[config.mk]
export PLATFORM = sky130hd
export DESIGN_NAME = utf8_line_indexer
export DESIGN_NICKNAME = d
export VERILOG_FILES = /design/src/hdl/uli_pkg.sv /design/src/hdl/uli_front.sv /design/src/hdl/uli_queue.sv /design/src/hdl/uli_back.sv /design/src/hdl/utf8_line_indexer.sv
export SDC_FILE = /design/constraint.sdc
export NUM_CORES = 1
export LEC_CHECK = 0
export BUFFER_PORTS_ARGS = -buffer_cell sky130_fd_sc_hd__buf_2
export CAP_MARGIN = 10
export CORE_MARGIN = 2
export CORE_UTILIZATION = 59
export DETAILED_ROUTE_END_ITERATION = 7
export PLACE_DENSITY = 0.89
export SKIP_CTS_REPAIR_TIMING = 1
export SYNTH_ARGS = -nofsm -noshare
export SYNTH_HDL_FRONTEND = slang
export SYNTH_SLANG_ARGS = --single-unit
[constraint.sdc]
create_clock -name clock -period 4.7 [get_ports clock]
set_input_delay 0.94 -clock clock [delete_from_list [all_inputs] [get_ports clock]]
set_output_delay 0.94 -clock clock [all_outputs]
set_load 0.01 [all_outputs]
[src/hdl/uli_pkg.sv]
// uli_pkg: shared types and constants for the UTF-8 line indexer.
// No dependencies; imported by every module of the block.
package uli_pkg;

   localparam int unsigned OUT_W  = 32;
   localparam int unsigned QDEPTH = 2;
   localparam logic [7:0]  NL_BYTE = 8'h0A;

   localparam logic OP_BYTE = 1'b0;
   localparam logic OP_END  = 1'b1;

   typedef enum logic [1:0] {
      KIND_CONT    = 2'd0,
      KIND_CHAR    = 2'd1,
      KIND_NEWLINE = 2'd2,
      KIND_END     = 2'd3
   } kind_type;

   typedef struct packed {
      kind_type kind;
   } beat_type;

endpackage

[src/hdl/uli_front.sv]
// uli_front: accepts request beats, tracks continuation bytes, classifies each beat.
// Depends on uli_pkg.
module uli_front import uli_pkg::*; (
   input  logic       clock,
   input  logic       reset,
   input  logic       req_valid,
   output logic       req_stall,
   input  logic       req_operation,
   input  logic [7:0] req_text_byte,
   output logic       push,
   output beat_type   push_beat,
   input  logic       q_full
);

   logic [1:0] skip_ff, skip_in;
   logic [1:0] lead_skip;

   assign req_stall = q_full;
   assign push      = req_valid && !q_full;

   always_comb begin
      priority if (req_text_byte[7] == 1'b0) begin
         lead_skip = 2'd0;
      end else if (req_text_byte[7:5] == 3'b110) begin
         lead_skip = 2'd1;
      end else if (req_text_byte[7:4] == 4'b1110) begin
         lead_skip = 2'd2;
      end else if (req_text_byte[7:3] == 5'b11110) begin
         lead_skip = 2'd3;
      end else begin
         lead_skip = 2'd0;
      end
   end

   always_comb begin
      skip_in = skip_ff;
      push_beat.kind = KIND_END;
      if (req_operation == OP_END) begin
         skip_in = 2'd0;
         push_beat.kind = KIND_END;
      end else if (skip_ff != 2'd0) begin
         skip_in = skip_ff - 2'd1;
         push_beat.kind = KIND_CONT;
      end else begin
         skip_in = lead_skip;
         push_beat.kind = (req_text_byte == NL_BYTE) ? KIND_NEWLINE : KIND_CHAR;
      end
   end

   always_ff @(posedge clock) begin
      if (reset) begin
         skip_ff <= 2'd0;
      end else if (push) begin
         skip_ff <= skip_in;
      end
   end

endmodule

[src/hdl/uli_queue.sv]
// uli_queue: short FIFO of classified beats between front and back.
// Depends on uli_pkg.
module uli_queue import uli_pkg::*; (
   input  logic     clock,
   input  logic     reset,
   input  logic     push,
   input  beat_type push_beat,
   output logic     full,
   input  logic     pop,
   output logic     not_empty,
   output beat_type head_beat
);

   localparam int unsigned PTR_W = $clog2(QDEPTH);
   localparam int unsigned CNT_W = $clog2(QDEPTH + 1);

   beat_type             mem_ff [QDEPTH];
   logic [PTR_W-1:0]     wr_ptr_ff, rd_ptr_ff;
   logic [CNT_W-1:0]     count_ff;

   assign full      = (count_ff == CNT_W'(QDEPTH));
   assign not_empty = (count_ff != '0);
   assign head_beat = mem_ff[rd_ptr_ff];

   always_ff @(posedge clock) begin
      if (push) begin
         mem_ff[wr_ptr_ff] <= push_beat;
      end
   end

   always_ff @(posedge clock) begin
      if (reset) begin
         wr_ptr_ff <= '0;
         rd_ptr_ff <= '0;
         count_ff  <= '0;
      end else begin
         if (push) begin
            wr_ptr_ff <= (wr_ptr_ff == PTR_W'(QDEPTH - 1)) ? '0 : wr_ptr_ff + 1'b1;
         end
         if (pop) begin
            rd_ptr_ff <= (rd_ptr_ff == PTR_W'(QDEPTH - 1)) ? '0 : rd_ptr_ff + 1'b1;
         end
         if (push && !pop) begin
            count_ff <= count_ff + 1'b1;
         end else if (pop && !push) begin
            count_ff <= count_ff - 1'b1;
         end
      end
   end

endmodule

[src/hdl/uli_back.sv]
// uli_back: line counters and the registered response beat.
// Depends on uli_pkg; fed by uli_queue.
module uli_back import uli_pkg::*; #(
   parameter int unsigned OFFSET_BITS = 32
) (
   input  logic             clock,
   input  logic             reset,
   input  logic             not_empty,
   input  beat_type         head_beat,
   output logic             pop,
   output logic             rsp_valid,
   input  logic             rsp_stall,
   output logic [OUT_W-1:0] rsp_line_offset,
   output logic [OUT_W-1:0] rsp_line_bytes,
   output logic [OUT_W-1:0] rsp_line_chars,
   output logic             rsp_newline_bytes,
   output logic             rsp_final_line
);

   localparam int unsigned CNT_W = (OFFSET_BITS < OUT_W) ? OFFSET_BITS : OUT_W;

   logic [CNT_W-1:0] pos_ff, pos_in;
   logic [CNT_W-1:0] start_ff, start_in;
   logic [CNT_W-1:0] bytes_ff, bytes_in;
   logic [CNT_W-1:0] chars_ff, chars_in;
   logic [CNT_W-1:0] pos_sat, bytes_sat, chars_sat;
   logic             valid_ff;
   logic [OUT_W-1:0] offset_ff, lbytes_ff, lchars_ff;
   logic             nl_ff, fin_ff;
   logic             produces, out_free;

   assign pos_sat   = (pos_ff   == '1) ? pos_ff   : pos_ff   + 1'b1;
   assign bytes_sat = (bytes_ff == '1) ? bytes_ff : bytes_ff + 1'b1;
   assign chars_sat = (chars_ff == '1) ? chars_ff : chars_ff + 1'b1;

   assign produces = (head_beat.kind == KIND_END) || (head_beat.kind == KIND_NEWLINE);
   assign out_free = !valid_ff || !rsp_stall;
   assign pop      = not_empty && (!produces || out_free);

   always_comb begin
      pos_in   = pos_sat;
      start_in = start_ff;
      bytes_in = bytes_sat;
      chars_in = chars_ff;
      unique case (head_beat.kind)
         KIND_END: begin
            pos_in   = '0;
            start_in = '0;
            bytes_in = '0;
            chars_in = '0;
         end
         KIND_NEWLINE: begin
            start_in = pos_sat;
            bytes_in = '0;
            chars_in = '0;
         end
         KIND_CHAR: begin
            chars_in = chars_sat;
         end
         KIND_CONT: begin
            chars_in = chars_ff;
         end
         default: begin
            chars_in = chars_ff;
         end
      endcase
   end

   always_ff @(posedge clock) begin
      if (reset) begin
         pos_ff   <= '0;
         start_ff <= '0;
         bytes_ff <= '0;
         chars_ff <= '0;
         valid_ff <= 1'b0;
      end else begin
         if (pop) begin
            pos_ff   <= pos_in;
            start_ff <= start_in;
            bytes_ff <= bytes_in;
            chars_ff <= chars_in;
         end
         if (pop && produces) begin
            valid_ff <= 1'b1;
         end else if (!rsp_stall) begin
            valid_ff <= 1'b0;
         end
      end
   end

   always_ff @(posedge clock) begin
      if (pop && produces) begin
         offset_ff <= OUT_W'(start_ff);
         lchars_ff <= OUT_W'(chars_ff);
         if (head_beat.kind == KIND_END) begin
            lbytes_ff <= OUT_W'(bytes_ff);
            nl_ff     <= 1'b0;
            fin_ff    <= 1'b1;
         end else begin
            lbytes_ff <= OUT_W'(bytes_sat);
            nl_ff     <= 1'b1;
            fin_ff    <= 1'b0;
         end
      end
   end

   assign rsp_valid         = valid_ff;
   assign rsp_line_offset   = offset_ff;
   assign rsp_line_bytes    = lbytes_ff;
   assign rsp_line_chars    = lchars_ff;
   assign rsp_newline_bytes = nl_ff;
   assign rsp_final_line    = fin_ff;

   a_no_drop: assert property (@(posedge clock) disable iff (reset)
      pop && produces |-> out_free)
      else $error("response beat overwritten");

   a_nl_clear: assert property (@(posedge clock) disable iff (reset)
      pop && head_beat.kind == KIND_NEWLINE |=> bytes_ff == '0 && chars_ff == '0)
      else $error("line counters not cleared after newline");

   a_end_clear: assert property (@(posedge clock) disable iff (reset)
      pop && head_beat.kind == KIND_END |=> pos_ff == '0 && start_ff == '0)
      else $error("position not cleared after end of text");

   a_chars_le_bytes: assert property (@(posedge clock) disable iff (reset)
      chars_ff <= bytes_ff)
      else $error("character count exceeds byte count");

endmodule

[src/hdl/utf8_line_indexer.sv]
// utf8_line_indexer: top level of the UTF-8 line index builder.
// Depends on uli_pkg, uli_front, uli_queue, uli_back.
//
// Request channel: one beat per text byte (req_operation = 0) or an
// end-of-text beat (req_operation = 1). Response channel: one record per
// line, emitted when a newline lead byte arrives and on end of text
// (rsp_final_line = 1, also for an empty text or one ending in newline).
// Throughput: one request beat per cycle while the queue has room; req_stall
// holds the request while it is full. The beat closing a line enters the
// 2-entry queue at the edge that accepts it, and the back registers the
// record once it pops that beat and the response register is free.
// The front tracks continuation bytes; the back holds the offset and
// line counters, which saturate at 2^min(OFFSET_BITS,32)-1.
// Reset: all counters return to zero, queue empties, rsp_valid drops.
// End of text also returns the counters to zero for the next text.
// Receiver stall: the response beat holds; the back keeps consuming
// beats that make no record, and req_stall rises once the queue fills.
module utf8_line_indexer import uli_pkg::*; #(
   parameter int unsigned OFFSET_BITS = 32
) (
   input  logic             clock,
   input  logic             reset,
   input  logic             req_valid,
   output logic             req_stall,
   input  logic             req_operation,
   input  logic [7:0]       req_text_byte,
   output logic             rsp_valid,
   input  logic             rsp_stall,
   output logic [OUT_W-1:0] rsp_line_offset,
   output logic [OUT_W-1:0] rsp_line_bytes,
   output logic [OUT_W-1:0] rsp_line_chars,
   output logic             rsp_newline_bytes,
   output logic             rsp_final_line
);

   logic     push, pop, q_full, q_not_empty;
   beat_type push_beat, head_beat;

   uli_front u_front (
      .clock         (clock),
      .reset         (reset),
      .req_valid     (req_valid),
      .req_stall     (req_stall),
      .req_operation (req_operation),
      .req_text_byte (req_text_byte),
      .push          (push),
      .push_beat     (push_beat),
      .q_full        (q_full)
   );

   uli_queue u_queue (
      .clock     (clock),
      .reset     (reset),
      .push      (push),
      .push_beat (push_beat),
      .full      (q_full),
      .pop       (pop),
      .not_empty (q_not_empty),
      .head_beat (head_beat)
   );

   uli_back #(
      .OFFSET_BITS (OFFSET_BITS)
   ) u_back (
      .clock             (clock),
      .reset             (reset),
      .not_empty         (q_not_empty),
      .head_beat         (head_beat),
      .pop               (pop),
      .rsp_valid         (rsp_valid),
      .rsp_stall         (rsp_stall),
      .rsp_line_offset   (rsp_line_offset),
      .rsp_line_bytes    (rsp_line_bytes),
      .rsp_line_chars    (rsp_line_chars),
      .rsp_newline_bytes (rsp_newline_bytes),
      .rsp_final_line    (rsp_final_line)
   );

endmodule

==> impl_metrics.json, run 1 <==
{
  "run_status": "complete, no violations",
  "grt-ovfl-total": 0,
  "drc": 0,
  "cts_root_buf": "clkbuf_16",
  "irDropWorstVdd_v": 0.0003770,
  "die_h_um": 137.1,
  "ctsLongestPathBuffers": 3,
  "ioPinCount": 113,
  "yosys_warnings": 0,
  "tightest_slew_ns": 1.034,
  "synth-seq-area-share_pct": 55.37,
  "synth_nets": 1028,
  "cp-start-kind": "flip-flop",
  "fin_ws_ns": 1.685,
  "yosys.area.top_type": "edfxtp_1",
  "routabilityCongestion": 0.9104,
  "synth_async_sr_flop_share_pct": 0,
  "drv_slew": 0,
  "dp_hpwl_um": 15240,
  "ys_ff_latch": 238,
  "detail-route-antenna-nets": 0,
  "clkSinkCount": 238,
  "layout-drive-gt1-share_pct": 16.67,
  "grt_util_met3_pct": 4.481,
  "synthTopCellsByArea": "edfxtp_1 (29%), dfxtp_1 (26%), xor2_1 (3.7%)",
  "grtUsageTotal_pct": 24.38,
  "cp_top_family": "simple AND/OR/NAND/NOR gates",
  "vias": 8315,
  "wl_per_cell_um": 17.42,
  "crit_chain": "mux2i_1, o21ai_1, nand2_1, inv_4, or2_2, nor2_2, o21ai_0, o21ai_0",
  "area_growth_pct": 14.20,
  "finalCriticalPeriod_ns": 3.015,
  "grt_pass1_wl_um": 37140,
  "busiest_layer": "met2",
  "rows": 48,
  "syn_area_mm2": 0.01045,
  "fillers": 1227,
  "endpoint_kind": "flip-flop",
  "p_leak_uw": 0.004409,
  "holdWs_ns": 0.4304,
  "grt_max_degree": 62,
  "cts_tree": "done",
  "worstPathArrival_ns": 3.45,
  "cpMaxStageDelayCell": "nor2_2",
  "final_util_pct": 68.99,
  "critPathMaxStageDelay_ns": 0.64,
  "final_common_cell": "dfxtp_1",
  "ctsHtreeMaxLevel": 1,
  "max-cap-violations": 0,
  "cts_buffers": 24,
  "viasPerCell": 6.196,
  "start_util_pct": 60.41,
  "grt_use_met2_pct": 39.97,
  "r2r_cells": 8,
  "setup_viol": 0,
  "max_clock_freq_mhz": 331.7,
  "required_ns": 5.14,
  "wl_um": 23380,
  "cp_common_cell": "o21ai_0",
  "die_x_um": 137.1,
  "skew_ns": 0.008072,
  "hold_viol": 0,
  "use_met1_pct": 32.01,
  "core-area_mm2": 0.01730,
  "avgSynthCellArea_um2": 10.34,
  "fin_tns_setup_ns": 0,
  "synth_ff_type": "dfxtp_1",
  "power_density_mw_per_mm2": 523.8,
  "grt_pass1_vias": 7793,
  "cp_max_fo": 61,
  "synth.distinct_cells": 70,
  "layout_common_cells": "dfxtp_1 (136), buf_2 (112), edfxtp_1 (102), nand2_1 (96), nor2_1 (77)",
  "antenna_found_initial": 1,
  "rsz0062_at_grt": "false",
  "dieArea_mm2": 0.01879,
  "place_ws_ns": 1.559,
  "nNetsFinal": 1115,
  "insertion_delay_ns": 0.51,
  "dr.pass1.iters": 5,
  "synth_edf_count": 102,
  "worst-path-buf-inv": 1,
  "clk_pin_slew_worst_paths_ns": 0.06,
  "whs_path_depth": 0,
  "slew_headroom_pct": 30.97,
  "io_buffers": 112,
  "min_path_type": "reg2reg",
  "yosysTopAreaCellShare_pct": 29.31,
  "drtIter0Drc": 830,
  "syn_inst": 1011,
  "crit_type": "reg2reg",
  "crit_cells": 8,
  "min_period_over_period_pct": 64.14
}
logic make-up after synthesis:
| group | after synthesis | share of synthesized area [%] |
|---|---|---|
| xor+xnor | 78 | 6.538 |
| compound gates | 241 | 15.30 |
| simple gates | 370 | 18.58 |
| flops | 238 | 55.37 |
| buf+inv | 73 | 2.994 |
| fa+ha+maj | 4 | 0.4790 |
| mux | 7 | 0.7304 |
area by class of cell:
class	count	area (µm²)	area share, %
Antenna cell	1	2.502	0.02097
Tap cell	225	281.5	2.359
Inverter	16	62.56	0.5243
Multi-Input combinational cell	700	4355	36.50
Timing Repair Buffer	118	609.3	5.106
Clock inverter	15	163.9	1.374
Clock buffer	29	671.9	5.631
Sequential cell	238	5786	48.48
worst paths after layout:
path	from	to	slack [ns]
min	u_back.start_ff[23]$_SDFFE_PP0P_	u_back.rsp_line_offset[23]$_DFFE_PP_	0.43
min reg2reg	u_back.start_ff[23]$_SDFFE_PP0P_	u_back.rsp_line_offset[23]$_DFFE_PP_	0.43
max	flip-flop	u_back.chars_ff[6]$_SDFFE_PP0P_	1.69
max reg2reg	flip-flop	u_back.chars_ff[6]$_SDFFE_PP0P_	1.69
cells in the mapped netlist (all sizes together), types with 2 or more instances:
| library cell | n |
|---|---|
| nor2b | 5 |
| a311oi | 2 |
| and4 | 18 |
| xor2 | 44 |
| or4 | 4 |
| nand2b | 11 |
| nor4 | 12 |
| o21ai | 75 |
| clkbuf | 34 |
| a21o | 4 |
| nand2 | 97 |
| nand4 | 30 |
| ha | 4 |
| nor3 | 22 |
| o22a | 9 |
| a21oi | 53 |
| o41ai | 5 |
| inv | 15 |
| nand3 | 44 |
| mux2 | 2 |
| a31o | 2 |
| o211ai | 16 |
| a211oi | 2 |
| nor4b | 3 |
| a32o | 3 |
| or2 | 2 |
| a41oi | 7 |
| and2 | 7 |
| mux2i | 5 |
| and3 | 22 |
| dfxtp | 136 |
| o2111ai | 4 |
| o311ai | 3 |
| a31oi | 29 |
| buf | 23 |
| o31ai | 20 |
| nor2 | 80 |
| xnor2 | 34 |
| or3 | 10 |
| a22o | 3 |
| edfxtp | 102 |
metal layers:
metal  up-vias  part of all wire, %  wire, µm
met5         -                    0         0
met4         0                  2.9       680
met3        75                  7.9      1845
met2       406                   47     10940
met1      3906                   42      9919
li1       3928                    -         -
registers in the layout, indices dropped and copies added (netlist names), named ones only:
register,count
u_back.bytes_ff,32
u_back.rsp_newline_bytes,1
u_back.pos_ff,32
u_back.chars_ff,32
u_back.start_ff,32
u_queue.count_ff,2
u_front.skip_ff,2
u_queue.rd_ptr_ff,1
u_queue.wr_ptr_ff,1
u_queue.mem_ff,4
u_back.rsp_line_chars,32
u_back.rsp_line_offset,32
u_back.rsp_valid,1
u_back.rsp_line_bytes,32
u_back.rsp_final_line,1
through the flow:
step	area, µm²	instances	total power [µW]
6_report	11930	1342	6251
4_1_cts	11920	1340	6277
5_1_grt	11930	1341	6508
3_3_place_gp	11080	1296	4259
2_1_floorplan	10450	1011	3741
3_5_place_dp	11080	1296	4301
where the power goes:
group | switching, µW | internal, µW
Combinational | 993 | 422
Sequential | 154 | 2700
Clock | 796 | 1190
(Power assumes the default switching activity.)
==> inputs of run 2 (changes only) <==
- CORE_UTILIZATION: 59 -> 53
- PLACE_DENSITY: 0.89 -> 0.85
- clock period: 4.7 -> 2.63 ns (I/O delays scaled with it)
==> run 2 against run 1 <==
Net effect:
- clock skew up 0.0066 ns
- cell area rose by 2.3%
- routed wire length rose by 0.55%
- clock power grew 78%
- combinational power increased by 89%
- non-clock buffer count is 28 higher
- cell count is 5.0% higher
- critical path depth is the same
- maximum frequency is 21% higher
- sequential power increased by 78%
- global-route usage is 1.8 points lower
- worst hold slack got worse by 0.12 ns
- largest power group unchanged
- critical path type unchanged
==> impl_metrics.json, run 2 (synthesized netlist as in run 1, its figures left out) <==
{
  "min_path_type": "in2reg",
  "start_util_pct": 53.86,
  "ioPinCount": 113,
  "ctsHtreeMaxLevel": 1,
  "run_status": "complete, no violations",
  "hold_viol": 0,
  "diodes": 0,
  "dieArea_mm2": 0.02085,
  "dr.pass1.iters": 7,
  "routabilityCongestion": 0.8984,
  "drv_slew": 0,
  "final_common_cell": "dfxtp_1",
  "max-cap-violations": 0,
  "final_util_pct": 62.90,
  "dp_hpwl_um": 15220,
  "grt_pass1_vias": 7693,
  "power_density_mw_per_mm2": 925.4,
  "layout_common_cells": "dfxtp_1 (136), buf_2 (112), edfxtp_1 (102), nand2_1 (96), nor2_1 (78)",
  "antenna_found_initial": 1,
  "cp-start-kind": "flip-flop",
  "rsz0062_at_grt": "false",
  "cts_root_buf": "clkbuf_16",
  "grt_pass1_wl_um": 38360,
  "die_x_um": 144.4,
  "whs_path_depth": 3,
  "ctsLongestPathBuffers": 3,
  "skew_ns": 0.01472,
  "cp_max_fo": 12,
  "required_ns": 3.09,
  "grt_max_degree": 75,
  "viasPerCell": 5.881,
  "setup_viol": 0,
  "rows": 51,
  "drc": 0,
  "grtUsageTotal_pct": 22.63,
  "cts_tree": "done",
  "cts_buffers": 24,
  "area_growth_pct": 16.78,
  "wl_um": 23510,
  "crit_type": "reg2reg",
  "die_h_um": 144.4,
  "r2r_cells": 8,
  "slew_headroom_pct": 56.23,
  "nNetsFinal": 1143,
  "min_period_over_period_pct": 94.60,
  "layout-drive-gt1-share_pct": 18.88,
  "wl_per_cell_um": 16.69,
  "vias": 8286,
  "rr_endpoint": "u_back.chars_ff[19]$_SDFFE_PP0P_",
  "detail-route-antenna-nets": 0,
  "r2r_slack_ns": 0.14,
  "fin_tns_setup_ns": 0,
  "worstPathArrival_ns": 2.95,
  "clkSinkCount": 238,
  "tightest_slew_ns": 0.6505,
  "io_buffers": 112,
  "endpoint_kind": "flip-flop",
  "min_from": "rsp_stall",
  "irDropWorstVdd_v": 0.0006635,
  "clk_pin_slew_worst_paths_ns": 0.06,
  "core-area_mm2": 0.01940,
  "max_clock_freq_mhz": 401.9,
  "p_leak_uw": 0.004543,
  "insertion_delay_ns": 0.53,
  "grt-ovfl-total": 0,
  "finalCriticalPeriod_ns": 2.488,
  "drtIter0Drc": 728,
  "worstHoldEndpoint": "u_back.rsp_valid$_SDFFE_PP0P_"
}
-- run 2: metrics by stage --
stage               hold slack (ns)  cells  instance area, µm²  total power (µW)  setup WS, ns
global placement             0.4151   1364               11350              7768        0.1362
floorplan                    0.4081   1011               10460              6672       0.09061
global route                 0.3104   1409               12200             11820       0.01096
finish                       0.3138   1409               12200             11290        0.1419
CTS                          0.2920   1408               12170             11340      -0.04741
detailed placement           0.4146   1364               11350              7830      0.001971
-- run 2: worst max-delay path, cell delays in order (launching register included) --
cell,delay [ns]
dfxtp_1,0.47
mux2_4,0.35
a31oi_4,0.18
buf_4,0.17
inv_2,0.14
a311oi_4,0.42
nor2_1,0.16
or3_1,0.37
a21oi_1,0.15
-- run 2: worst max path at each step --
stage | start | slack, ns | end
2_1_floorplan | flip-flop | 0.09 | u_back.bytes_ff[7]$_SDFFE_PP0P_
3_3_place_gp | flip-flop | 0.14 | u_back.start_ff[18]$_SDFFE_PP0P_
3_5_place_dp | flip-flop | 0.002 | u_back.start_ff[8]$_SDFFE_PP0P_
4_1_cts | flip-flop | -0.05 | u_back.start_ff[16]$_SDFFE_PP0P_
5_1_grt | flip-flop | 0.01 | u_back.chars_ff[19]$_SDFFE_PP0P_
6_report | flip-flop | 0.14 | u_back.chars_ff[19]$_SDFFE_PP0P_
-- run 2: metal layers --
metal / global-route usage [%] / vias up / part of all wire [%] / wire (µm)
met1: 31.44 / 3926 / 44 / 10340
li1: - / 3990 / - / -
met2: 36.94 / 322 / 47 / 11050
met3: 3.543 / 46 / 6.8 / 1601
met5: 0 / - / 0.055 / 13
met4: 6.336 / 2 / 2.1 / 505
-- run 2: area by class of cell --
| class | instances | area, µm² |
|---|---|---|
| repair buffers | 146 | 835.8 |
| clock inverters | 19 | 211.5 |
| inverters | 16 | 62.56 |
| flip-flops and latches | 238 | 5786 |
| well taps | 265 | 331.6 |
| fillers | 1558 | 7197 |
| clock buffers | 25 | 604.3 |
| multi-input cells | 700 | 4370 |
-- run 2: power by group --
part	total [µW]	switching, µW	internal, µW
Combinational	2690	1820	876
Sequential	5080	266	4810
Clock	3520	1450	2070
Total	11300	3530	7760
